**config.mk**
```make
export PLATFORM = sky130hd
export DESIGN_NAME = hstp_ctrl
export DESIGN_NICKNAME = d
export VERILOG_FILES = /design/src/sv/hstp_pkg.sv /design/src/sv/hstp_ctrl.sv
export SDC_FILE = /design/constraint.sdc
export NUM_CORES = 1
export LEC_CHECK = 0
export BUFFER_PORTS_ARGS = -buffer_cell sky130_fd_sc_hd__buf_2
export CELL_PAD_IN_SITES_DETAIL_PLACEMENT = 1
export CELL_PAD_IN_SITES_GLOBAL_PLACEMENT = 1
export CORE_MARGIN = 2
export CORE_UTILIZATION = 25
export CTS_CLUSTER_DIAMETER = 150
export DETAILED_ROUTE_END_ITERATION = 16
export PLACE_DENSITY_LB_ADDON = 0.12
export SYNTH_ARGS = -nofsm -noshare
export SYNTH_HDL_FRONTEND = slang
export SYNTH_SLANG_ARGS = --single-unit
```
**constraint.sdc**
```tcl
create_clock -name i_clk -period 1.5 [get_ports i_clk]
set_input_delay 0.15 -clock i_clk [delete_from_list [all_inputs] [get_ports i_clk]]
set_output_delay 0.15 -clock i_clk [all_outputs]
set_load 0.01 [all_outputs]
```
**src/sv/hstp_pkg.sv**
```systemverilog
// shared types, constants and helpers for the triangular-probe hash set
// used by the controller, datapath, top level and checker; no dependencies

package hstp_pkg;

    localparam int TABLE_SLOTS = 1024;
    localparam int SLOT_BITS   = $clog2(TABLE_SLOTS);
    localparam int KEY_BITS    = 32;
    localparam int LG_BITS     = 4;
    localparam int LG_MIN      = 2;
    localparam int LG_RESET    = 10;
    localparam int BUDGET_MAX  = (TABLE_SLOTS * 2) / 3;

    typedef logic [SLOT_BITS-1:0] t_slot;
    typedef logic [KEY_BITS-1:0]  t_key;
    typedef logic [LG_BITS-1:0]   t_lg;

    typedef enum logic [1:0] {
        MODE_LOOKUP = 2'd0,
        MODE_PLACE  = 2'd1,
        MODE_CLEAR  = 2'd2,
        MODE_READ   = 2'd3
    } t_mode;

    // what the output register is loaded with
    typedef enum logic [2:0] {
        RES_ZERO,
        RES_FOUND,
        RES_PLACED,
        RES_FULL,
        RES_READ
    } t_res;

    typedef struct packed {
        logic load_in;
        logic advance;
        logic sweep;
        logic budget_reload;
        logic place_wr;
        logic ld_out;
        t_res res;
    } t_cmd;

    typedef struct packed {
        t_mode in_mode;
        logic  in_hash_zero;
        t_mode mode;
        logic  hit;
        logic  empty;
        logic  last;
        logic  sweep_last;
        logic  out_free;
    } t_stat;

    // log2 of capacity in use, clamped to the physical table
    function automatic t_lg eff_log2(input t_lg lg);
        t_lg r;
        r = lg;
        if (lg < t_lg'(LG_MIN)) r = t_lg'(LG_MIN);
        if (lg > t_lg'(SLOT_BITS)) r = t_lg'(SLOT_BITS);
        return r;
    endfunction

    function automatic t_slot cap_mask(input t_lg lg);
        logic [SLOT_BITS:0] cap;
        cap = (SLOT_BITS+1)'(1) << eff_log2(lg);
        return t_slot'(cap - (SLOT_BITS+1)'(1));
    endfunction

    // two thirds of the capacity in use, rounded down
    function automatic t_slot budget_for(input t_lg lg);
        t_slot b;
        unique case (eff_log2(lg))
            4'd2:    b = t_slot'(2);
            4'd3:    b = t_slot'(5);
            4'd4:    b = t_slot'(10);
            4'd5:    b = t_slot'(21);
            4'd6:    b = t_slot'(42);
            4'd7:    b = t_slot'(85);
            4'd8:    b = t_slot'(170);
            4'd9:    b = t_slot'(341);
            default: b = t_slot'(BUDGET_MAX);
        endcase
        return b;
    endfunction

endpackage

```
**src/sv/hstp_ctrl.sv**
```systemverilog
// sequencer for the hash set: reset/clear sweep, probe loop, slot read, result hand-off
// depends on hstp_pkg

module hstp_ctrl (
    input  logic           i_clk,
    input  logic           i_rst_n,
    input  logic           i_in_valid,
    output logic           o_in_stall,
    input  hstp_pkg::t_stat i_stat,
    output hstp_pkg::t_cmd  o_cmd
);
    import hstp_pkg::*;

    typedef enum logic [2:0] {
        S_SWEEP,
        S_IDLE,
        S_PROBE,
        S_READ,
        S_FIN
    } t_state;

    t_state r_state, n_state;
    logic   r_clr_item, n_clr_item;
    t_cmd   cmd;
    logic   decided;

    always_comb begin
        n_state    = r_state;
        n_clr_item = r_clr_item;
        cmd        = '0;
        cmd.res    = RES_ZERO;
        decided    = 1'b0;
        o_in_stall = 1'b1;
        unique case (r_state)
            S_SWEEP: begin
                cmd.sweep = 1'b1;
                if (i_stat.sweep_last) begin
                    if (r_clr_item) begin
                        cmd.budget_reload = 1'b1;
                        n_clr_item        = 1'b0;
                        n_state           = S_FIN;
                    end else begin
                        n_state = S_IDLE;
                    end
                end
            end
            S_IDLE: begin
                o_in_stall = 1'b0;
                if (i_in_valid) begin
                    cmd.load_in = 1'b1;
                    unique case (i_stat.in_mode)
                        MODE_LOOKUP: n_state = i_stat.in_hash_zero ? S_FIN : S_PROBE;
                        MODE_PLACE:  n_state = S_PROBE;
                        MODE_CLEAR: begin
                            n_state    = S_SWEEP;
                            n_clr_item = 1'b1;
                        end
                        MODE_READ:   n_state = S_READ;
                        default:     n_state = S_IDLE;
                    endcase
                end
            end
            S_PROBE: begin
                if (i_stat.mode == MODE_PLACE) begin
                    priority if (i_stat.empty) begin
                        cmd.res = RES_PLACED;
                        decided = 1'b1;
                    end else if (i_stat.last) begin
                        cmd.res = RES_FULL;
                        decided = 1'b1;
                    end else begin
                        decided = 1'b0;
                    end
                end else begin
                    priority if (i_stat.hit) begin
                        cmd.res = RES_FOUND;
                        decided = 1'b1;
                    end else if (i_stat.empty) begin
                        decided = 1'b1;
                    end else if (i_stat.last) begin
                        cmd.res = RES_FULL;
                        decided = 1'b1;
                    end else begin
                        decided = 1'b0;
                    end
                end
                if (!decided) begin
                    cmd.advance = 1'b1;
                end else if (i_stat.out_free) begin
                    cmd.ld_out   = 1'b1;
                    cmd.place_wr = (cmd.res == RES_PLACED);
                    n_state      = S_IDLE;
                end
            end
            S_READ: begin
                cmd.res = RES_READ;
                if (i_stat.out_free) begin
                    cmd.ld_out = 1'b1;
                    n_state    = S_IDLE;
                end
            end
            S_FIN: begin
                if (i_stat.out_free) begin
                    cmd.ld_out = 1'b1;
                    n_state    = S_IDLE;
                end
            end
            default: n_state = S_IDLE;
        endcase
    end

    always_ff @(posedge i_clk) begin
        if (!i_rst_n) begin
            r_state    <= S_SWEEP;
            r_clr_item <= 1'b0;
        end else begin
            r_state    <= n_state;
            r_clr_item <= n_clr_item;
        end
    end

    assign o_cmd = cmd;

endmodule

```
; Word level (Yosys, flattened, before mapping)
; Index checks and enable logic that the tools add are counted.
; W data, S select, Z words.
[classes]
eq_ne = 13
reduce_logical = 6
muxes = 37
[op_table]
columns = operator, count
row1 = $mux W3, 10
row2 = $pmux W3 S4, 2
row3 = $mux W1, 17
row4 = $mux W2, 5
row5 = $eq A3 B2 Y1 const B, 3
row6 = $ne A2 B2 Y1 const B, 3
row7 = $pmux W3 S2, 1
row8 = $eq A2 B1 Y1 const B, 2
row9 = $eq A2 B2 Y1 const B, 2
row10 = $pmux W1 S2, 2
row11 = $reduce_and A4 Y1, 1
row12 = $eq A3 B1 Y1 const B, 1
row13 = $eq A3 B3 Y1 const B, 1
row14 = $logic_not A3 Y1, 1
row15 = $reduce_and A3 Y1, 1
row16 = $logic_not A2 Y1, 1
row17 = $ne A2 B1 Y1 const B, 1
row18 = $reduce_bool A2 Y1, 1
row19 = $reduce_or A2 Y1, 1
[word_totals]
in_bits = 13
output_inout_bits = 10
ff_bits = 4

; Depth between registers and ports, before layout
; Gate-level depths: netlist of the first run.
[depth]
word_depth = 9
ltp_mapped = 5
depth_no_buf = 4

; Worst setup path before layout of the first run
; OpenSTA, ideal clock, no wires.
[synth_path]
path_type = reg2reg
from = register r_state[1]
to = register r_state[0]
path_stages_with_launch = 6
setup_time_ns = 0.126
path_slack_ns = -0.125
n_path_buf = 1
required_ns = 1.374
t_arrival_ns = 1.499
path_cell_list = dfxtp_1 > buf_4 > or3b_4 > a2111oi_4 > nand2b_1 > o22ai_1
[synth_via]
elab_chain_cells = 3
elab_cells_between_ends = 11
cone_classes = 7 x eq/ne / 1 x mux / 3 x reduce/logical
[synth_lines]
columns = item, line_no
row1 = "start, declared", hstp_ctrl.sv:22  ; t_state r_state, n_state;
row2 = "start signal, assigned", hstp_ctrl.sv:117  ; r_state <= n_state;
row3 = $eq A3 B3 Y1 (tied with other cells), hstp_ctrl.sv:34  ; unique case (r_state)
row4 = $reduce_or A2 Y1 (no line) or $ne A2 B2 Y1 (tied branches), --
row5 = $pmux W3 S4 or $reduce_and A3 Y1 (tied branches), --
; Several ways; a longest one is shown, not always the timed one.
; A chain may end at the register's enable or synchronous reset.

==> impl_results.md, run 1 <==
- I/O pin total: 23
- Multi-input logic area: 325 sq um
- Post-synthesis average cell area: between 7 and 8 sq um
- N_diodes: 0
- H-Tree Depth: 1
- CTS tree: built
- Final Hold Slack: approximately 0.21 ns
- Type of element capturing the critical path: primary output
- Final Net Count: 95
- Number of placement rows: 14
- Netlist area before placement: 392 sq um
- Count of buffers from port buffering: 22
- Top_reg_cell synth: sky130_fd_sc_hd__dfxtp_1
- Floorplan Core Area: around 1500 sq um
- RSZ-0062 raised after global routing: yes
- Top achievable clock speed: 636 MHz
- Main area contributors after synthesis: sky130_fd_sc_hd__dfxtp_1, sky130_fd_sc_hd__nor3b_1, sky130_fd_sc_hd__a2111oi_4
- Total power: 0.524 mW
- Width of the die: roughly 44 microns
- Slowest stage cell on the critical path: sky130_fd_sc_hd__or3b_4
- 1st-iter DRT viols: 7
- Number of nets still failing antenna checks after routing: 0
- Syn. warnings: 0
- Post-synthesis cell count: 49
- Global routing met1 resource utilization: 0.198
- Layout Skew: 0.0107 ns
- Fin worst setup slack: -0.0719 ns
- Type of the most critical hold path: input pin to flop
- Total detailed-routing wirelength: 1140 microns
- Signed area change from the synthesized netlist to the final layout: 61.7%
- Util after Layout: 0.425
- Global routing usage on met2: 0.197
- Routed vias: 492
- Pleak: 0.305 nW
- Number of distinct library cells after synthesis: 28
- Total congestion overflow: 0
- Fill count: approximately 190
- Number of enable flip-flop cells after synthesis: 0
- Most common library cell in the layout ignoring fill and taps: sky130_fd_sc_hd__buf_2
- Arrival time reported for the critical path endpoint: around 1.4 ns
- Maximum fanout count along the critical path: 5
- Clock buffer count from CTS: 3
- CP Buf/Inv Count: 1
- Category of the critical setup timing path: flop to primary output
- Sequential cell area: 82.6 sq um
- Headroom to the max-slew limit: 0.792
- Register bit count reported by yosys: 4
- Met3 global-route usage: 0.0500
- Initial Util: 0.263
- Share of the synthesized area in the top cell type: 0.204
- Global-route wire length before repair: 2080 microns
- Critical path data required time: 1.35 ns
- Final setup violation count: 2
- Number of slew-limit violations in the final report: 0
- Die Area: 1900 sq um
- Placement Setup Slack: between 0.04 and 0.05 ns
- Clock Sinks: 4
- Number of detailed-routing iterations run before antenna repair: 3
- Fraction of the cycle the final worst path needs: 1.05
- Cell type with the largest total area after synthesis: sky130_fd_sc_hd__dfxtp_1
- Mapped Nets: a little over 60
- Cells along the critical path: or3b_4 -> a2111oi_4 -> buf_2
- Placer's final routability congestion estimate: 0.762
- Run status: finished, violations left
- Max incr delay on CP: 0.41 ns
- Cell type group with the largest total delay on the critical path: simple AND/OR/NAND/NOR gates
- Worst-margin pin slew: slightly above 0.3 ns
- Maximum number of pins on one net before global-route repair: 8
- Number of max-capacitance violations reported: 0
- Detailed-placement wirelength estimate: 893 microns
- Commonest non-fill, non-tap cells in the layout: sky130_fd_sc_hd__buf_2, sky130_fd_sc_hd__buf_4, sky130_fd_sc_hd__nand2_1
- Highest ir drop seen on vdd: 0.654 mV
- Wire length per cell: 11.9 microns
- Fin crit period: 1.57 ns
- Worst skew pair latency: 0.24 ns
- Number of global-route vias before repair: between 400 and 500
- Most used routing layer: met1
- Height of the die: 43.6 microns
- Total DRC errors in the routed layout: 0
- Startpoint class of the critical path: flop
- Clock buffer depth: 2
- Via/cell ratio: slightly above 5
- Clock Pin Slew Worst Setup and Hold Paths: approximately 0.040 ns
- Antenna violations before repair: 0
- Post-synthesis async set-or-reset flop share: 0
- Layout cells sized above 1: 0.538
- GRT Overall Usage: 0.149
- Seq/Total Area, Yosys: 0.204
- Hold violation count in the final report: 0
- Hold-fix buffers, CTS: 0
- CTS root buffer: sky130_fd_sc_hd__clkbuf_4
- Failing checks: negative setup slack
- Pwr per Cell Area: 827 nW/um^2
area by class of cell:
cell class | instances | share of cell area
timing repair buffer | 30 | 0.289
multi-input combinational | 43 | 0.514
sequential | 4 | 0.130
clock buffer | 3 | 0.0356
tap | 16 | 0.0316
per-stage QoR:
| stage | cells | area (sq um) | setup TNS, ns |
|---|---|---|---|
| global route | 96 | 633 | -0.446 |
| finish | 96 | 633 | -0.132 |
| detailed placement | 92 | 563 | 0 |
| CTS | 95 | 599 | -0.114 |
| floorplan | 49 | 392 | 0 |
| global placement | 92 | 563 | 0 |
worst reg2reg max path, cell delays in order, from the launching register on:
cell	delay (ns)
sky130_fd_sc_hd__dfxtp_2	0.34
sky130_fd_sc_hd__or3b_4	0.41
sky130_fd_sc_hd__a2111oi_4	0.24
sky130_fd_sc_hd__nand2b_1	0.19
sky130_fd_sc_hd__o22ai_1	0.09
kinds of logic (layout without fill, tap and decap cells):
family / after synthesis / in the layout / synth area share
DFF: 4 / 4 / 0.204
buffers and inverters: 2 / 33 / 0.0288
AOI/OAI and AO/OA: 14 / 14 / 0.310
and+or+nand+nor: 27 / 27 / 0.403
muxes: 2 / 2 / 0.0543
Yosys cell counts (2+ instances only):
library cell	count
sky130_fd_sc_hd__nand2_1	6
sky130_fd_sc_hd__dfxtp_1	4
sky130_fd_sc_hd__nor2_1	4
sky130_fd_sc_hd__nor3b_1	4
sky130_fd_sc_hd__and3_1	2
sky130_fd_sc_hd__nand2b_1	2
sky130_fd_sc_hd__nand3_1	2
sky130_fd_sc_hd__nor3_1	2
sky130_fd_sc_hd__o211ai_1	2
sky130_fd_sc_hd__o21ai_0	2
sky130_fd_sc_hd__o21ai_1	2
layer usage:
| metal | vias up | part of all wire |
|---|---|---|
| met1 | 217 | 0.49 |
| met3 | 4 | 0.063 |
| li1 | 256 | - |
| met5 | - | 0 |
| met2 | 15 | 0.42 |
| met4 | 0 | 0.030 |
registers in the layout, summed over array words and instances (netlist names):
| name | flops |
|---|---|
| r_clr_item | 1 |
| r_state | 3 |
power by group:
part / total [mW] / switching (mW) / internal, mW / leakage (nW)
Clock: 0.140 / 0.0500 / 0.0899 / 0.0138
Sequential: 0.139 / 0.0165 / 0.122 / 0.0334
Combinational: 0.245 / 0.124 / 0.122 / 0.258
Total: 0.524 / 0.190 / 0.334 / 0.305
repair_timing:
item / 4_1_cts / 5_1_grt
endpoints found under the setup margin: 4 / 4
gates resized for setup: 5 / 3
buffers inserted: 0 / 1
worst paths after layout:
kind / startpoint / to / slack (ns) / depth (start not counted)
max: r_state[0]$_SDFFE_PN0P_ / o_cmd[7] / -0.07 / 3
min: i_stat[1] / r_clr_item$_SDFFE_PN0P_ / 0.21 / 3
max reg2reg: r_state[0]$_SDFFE_PN0P_ / r_state[0]$_SDFFE_PN0P_ / 0.09 / 4
min reg2reg: r_state[1]$_SDFFE_PN0P_ / r_state[1]$_SDFFE_PN0P_ / 0.50 / 2
No activity file was read; power rests on OpenSTA's default activity.
==> inputs of run 2 (changes only) <==
Settings changed: BUFFER_PORTS_ARGS -buffer_cell sky130_fd_sc_hd__buf_2 to -buffer_cell sky130_fd_sc_hd__buf_4, REMOVE_ABC_BUFFERS from default to 1.
==> run 2 against run 1 <==
The flow still finishes with violations (negative setup slack). Hold slack worse by 0.022 ns. Sequential share of layout area fell by 1.4 points. Clock-buffer cell count unchanged. First-iteration DRC count down 71%. Flip-flop and latch count did not move. Critical path depth unchanged. Utilization grew 5.0 points. Largest cell class unchanged.
==> impl_results.md, run 2 (same netlist as run 1, synthesis figures left out) <==
- Commonest non-fill, non-tap cells in the layout: sky130_fd_sc_hd__buf_4, sky130_fd_sc_hd__nand2_1, sky130_fd_sc_hd__nor3b_1
- Number of nets still failing antenna checks after routing: 0
- Top achievable clock speed: about 660 MHz
- Failing checks: negative setup slack
- Total congestion overflow: 0
- Run status: finished, violations left
- Headroom to the max-slew limit: 0.759
- Total power: between 0.5 and 0.6 mW
- Post-Layout Cell Count: 96
- Category of the critical setup timing path: flop to primary output
- Clock buffer depth: 2
- Maximum fanout count along the critical path: 3
- Clock Sinks: 4
- CTS tree: built
- Detailed-placement wirelength estimate: 972 microns
- RSZ-0062 raised after global routing: yes
- I/O pin total: 23
- Util after Layout: 0.476
- Global-route wire length before repair: 1880 microns
- Placer's final routability congestion estimate: 0.699
- Fill count: roughly 180
- Clock buffer count from CTS: 3
- Register ranked first by flip-flop count: r_state
- H-Tree Depth: 1
- Fin worst setup slack: -0.00544 ns
- Wire length per cell: about 13 microns
- Pleak: 0.316 nW
- Floorplan Core Area: 1490 sq um
- Flip-flop count of the largest register after layout: 3
- Final setup violation count: 1
- Worst-margin pin slew: 0.361 ns
- Clock Pin Slew Worst Setup and Hold Paths: 0.04 ns
- CTS root buffer: sky130_fd_sc_hd__clkbuf_4
- Cell area after layout: 708 sq um
- Worst skew pair latency: approximately 0.24 ns
- Pwr per Cell Area: 776 nW/um^2
- 1st-iter DRT viols: 2
- Routed vias: between 400 and 500
- Number of detailed-routing iterations run before antenna repair: 2
- Height of the die: about 44 microns
- Number of placement rows: 14
- Number of max-capacitance violations reported: 0
- Most common library cell in the layout ignoring fill and taps: sky130_fd_sc_hd__buf_4
- Layout Skew: between 0.004 and 0.005 ns
- Type of element capturing the critical path: primary output
- Highest ir drop seen on vdd: 0.472 mV
- Placed Area: 618 sq um
- Die Area: 1900 sq um
- Number of global-route vias before repair: 463
- Placement Setup Slack: 0.00600 ns
- Maximum number of pins on one net before global-route repair: 13
- Layout cells sized above 1: 0.563
- Total DRC errors in the routed layout: 0
- Fin crit period: 1.51 ns
- TNS Setup: -0.00544 ns
- Placed Instances: 92
- Depth of the worst hold-timing path: 3
- Startpoint class of the critical path: flop
- Biggest regs: r_state: 3 flops, r_clr_item: 1 flops
- Type of the most critical hold path: input pin to flop
- Fraction of the cycle the final worst path needs: 1.00
- Initial Util: 0.263
- Final Hold Slack: 0.185 ns
- Count of buffers from port buffering: 22
- Final Net Count: 95
- Width of the die: 43.6 microns
- Antenna violations before repair: 0
- Via/cell ratio: 5.04
- Arrival time reported for the critical path endpoint: approximately 1.4 ns
- Register-to-Register Path Depth: 5
- Total detailed-routing wirelength: roughly 1200 microns
- N_diodes: 0
- Hold violation count in the final report: 0
- Critical path data required time: 1.35 ns
- GRT Overall Usage: 0.130
- Signed area change from the synthesized netlist to the final layout: 80.8%
- Number of slew-limit violations in the final report: 0
[run 2: metal layers]
| metal | global-route usage | up-vias | part of all wire |
|---|---|---|---|
| met5 | 0 | - | 0 |
| met4 | 0.0545 | 0 | 0.0083 |
| met3 | 0.0167 | 2 | 0.046 |
| met2 | 0.209 | 12 | 0.46 |
| met1 | 0.175 | 217 | 0.48 |
| li1 | - | 253 | - |
[run 2: final cells by class]
type | instances | area [sq um] | share of cell area
Tap cell | 16 | 20.0 | 0.0283
Sequential cell | 4 | 82.6 | 0.117
Timing Repair Buffer | 30 | 236 | 0.334
Multi-Input combinational cell | 43 | 347 | 0.489
Clock buffer | 3 | 22.5 | 0.0318
[run 2: final timing paths]
| check | end | from | slack [ns] |
|---|---|---|---|
| worst min register to register | r_clr_item$_SDFFE_PN0P_ | r_clr_item$_SDFFE_PN0P_ | 0.56 |
| worst max-delay path | o_cmd[7] | r_state[0]$_SDFFE_PN0P_ | -0.005 |
| worst max register to register | r_state[0]$_SDFFE_PN0P_ | r_state[0]$_SDFFE_PN0P_ | 0.06 |
| worst min-delay path | r_state[2]$_SDFFE_PN0P_ | i_rst_n | 0.19 |
[run 2: worst max-delay path, cell delays in order, from the launching register on]
cell and delay, ns:
sky130_fd_sc_hd__dfxtp_2 0.32, sky130_fd_sc_hd__or3b_4 0.41, sky130_fd_sc_hd__a2111oi_4 0.21, sky130_fd_sc_hd__buf_4 0.18
[run 2: power by group]
| part | internal (mW) | switching, mW |
|---|---|---|
| sequential | 0.122 | 0.00943 |
| combinational | 0.142 | 0.140 |
| clock | 0.0897 | 0.0463 |
| total | 0.354 | 0.196 |
[run 2: repair_timing]
item | in CTS | in global routing
resized for setup | 5 | 10
setup buffers | 1 | 0
hold endpoints to repair | 0 | 0
setup endpoints to repair | 5 | 9
hold buffers | 0 | 0
pin swaps | 3 | 0
==> inputs of run 3 (changes only) <==
Settings changed: CAP_MARGIN from default to 20, SETUP_SLACK_MARGIN from default to 0.2.
==> run 3 against run 2 <==
Sequential power barely moved. Largest cell class unchanged. Critical endpoint unchanged. Flip-flop and latch count did not move. Clock skew rose by 0.0011 ns. Highest routed layer unchanged. Critical path type unchanged. Critical path depth did not move. The run still ends with negative setup slack left. Maximum frequency fell by 0.11%. Total power rose by 9.9%. Non-clock buffer count rose by 2. Clock-buffer cell count did not move.
==> impl_results.md, run 3 (same netlist as run 1, synthesis figures left out) <==
- Antenna violations before repair: 0
- Fill count: 173
- Worst skew pair latency: ~0.23 ns
- Maximum fanout count along the critical path: 3
- Clock Sinks: 4
- Most common library cell in the layout ignoring fill and taps: sky130_fd_sc_hd__buf_4
- Run status: finished, violations left
- Top achievable clock speed: 664 MHz
- CTS tree: built
- Placer's final routability congestion estimate: 0.699
- Global-route wire length before repair: 1970 microns
- Highest ir drop seen on vdd: between 0.4 and 0.5 mV
- Clock buffer depth: 2
- CTS root buffer: sky130_fd_sc_hd__clkbuf_4
- Total DRC errors in the routed layout: 0
- Total congestion overflow: 0
- Headroom to the max-slew limit: 0.764
- Type of element capturing the critical path: primary output
- Detailed-placement wirelength estimate: between 900 and 1000 microns
- Fin crit period: 1.51 ns
- Flip-flop count of the largest register after layout: 3
- I/O pin total: 23
- Post-Layout Cell Count: 98
- Height of the die: 43.6 microns
- Biggest regs: r_state: 3 flops, r_clr_item: 1 flops
- Total detailed-routing wirelength: between 1000 and 1500 microns
- Placed Instances: 92
- Number of detailed-routing iterations run before antenna repair: 2
- Fin worst setup slack: -0.00709 ns
- Hold violation count in the final report: 0
- GRT Overall Usage: 0.138
- Wire length per cell: around 13 microns
- Maximum number of pins on one net before global-route repair: 13
- Count of buffers from port buffering: 22
- Floorplan Core Area: 1490 sq um
- Layout cells sized above 1: 0.634
- RSZ-0062 raised after global routing: yes
- Number of placement rows: 14
- Number of slew-limit violations in the final report: 0
- Arrival time reported for the critical path endpoint: between 1 and 1.5 ns
- Initial Util: 0.263
- Number of nets still failing antenna checks after routing: 0
- Width of the die: 43.6 microns
- Type of the most critical hold path: input pin to flop
- Clock buffer count from CTS: 3
- Final Net Count: 97
- Register ranked first by flip-flop count: r_state
- Number of max-capacitance violations reported: 0
- Clock Pin Slew Worst Setup and Hold Paths: ~0.040 ns
- Pwr per Cell Area: just under 800 nW/um^2
- Failing checks: negative setup slack
- Hold-fix buffers, CTS: 0
- Final setup violation count: 1
- Routed vias: between 400 and 500
- Pleak: 0.339 nW
- Via/cell ratio: between 5 and 6
- Util after Layout: 0.517
- Die Area: 1900 sq um
- N_diodes: 0
- Category of the critical setup timing path: flop to primary output
- Signed area change from the synthesized netlist to the final layout: 96.5%
- Fraction of the cycle the final worst path needs: 1.00
- Commonest non-fill, non-tap cells in the layout: sky130_fd_sc_hd__buf_4, sky130_fd_sc_hd__buf_6, sky130_fd_sc_hd__nand2_1
- H-Tree Depth: 1
- Layout Skew: 0.00607 ns
- Worst-margin pin slew: 0.353 ns
- Critical path data required time: 1.35 ns
- Startpoint class of the critical path: flop
- Number of global-route vias before repair: 479
- 1st-iter DRT viols: 1
==> run 3: stage by stage <==
step                      cell area (sq um)  setup TNS [ns]  power, mW  hold slack (ns)  setup slack, ns
final                                   769        -0.00709      0.604            0.177         -0.00709
after global routing                    769          -0.146      0.644            0.202          -0.0632
after CTS                               714         -0.0110      0.572            0.176          -0.0110
after detailed placement                618               0      0.386            0.430          0.00600
after global placement                  618               0      0.384            0.442           0.0419
after floorplan                         380          -0.357      0.256            0.265           -0.133
==> run 3: layout make-up <==
| class | instances | area, sq um | share of cell area |
|---|---|---|---|
| repair buffers | 32 | 270 | 0.351 |
| clock buffers | 3 | 22.5 | 0.0293 |
| well taps | 16 | 20.0 | 0.0260 |
| flip-flops and latches | 4 | 83.8 | 0.109 |
| multi-input cells | 43 | 373 | 0.485 |
==> run 3: critical path, cell delays in order (launching register included) <==
cell,delay [ns]
sky130_fd_sc_hd__dfxtp_2,0.32
sky130_fd_sc_hd__or3b_4,0.41
sky130_fd_sc_hd__a2111oi_4,0.22
sky130_fd_sc_hd__buf_4,0.18
==> run 3: per-layer routing <==
| metal | vias up | GRT usage | wire, microns |
|---|---|---|---|
| met5 | - | 0 | 0 |
| met4 | 0 | 0.0545 | 10 |
| met3 | 2 | 0.0292 | 52 |
| met2 | 12 | 0.215 | 595 |
| met1 | 230 | 0.186 | 607 |
| li1 | 254 | - | - |
==> run 3: final timing paths <==
check	end	startpoint	cells past startpoint	slack [ns]
max	o_cmd[7]	r_state[0]$_SDFFE_PN0P_	3	-0.007
min	r_state[2]$_SDFFE_PN0P_	i_rst_n	3	0.18
max reg2reg	r_state[0]$_SDFFE_PN0P_	r_state[0]$_SDFFE_PN0P_	5	0.05
min reg2reg	r_clr_item$_SDFFE_PN0P_	r_clr_item$_SDFFE_PN0P_	1	0.57
==> run 3: timing repair <==
action                                  in CTS  in global routing
endpoints found under the setup margin      11                 12
pin swaps                                   10                  0
setup buffers                                2                  1
gates resized for setup                     16                 11
hold endpoints to repair                     0                  0
==> run 3: report_power, final <==
part	switching, mW	total, mW	leakage, nW	internal [mW]
Sequential	0.0102	0.132	0.0339	0.122
Combinational	0.159	0.337	0.292	0.178
Clock	0.0455	0.135	0.0138	0.0896
Total	0.214	0.604	0.339	0.390
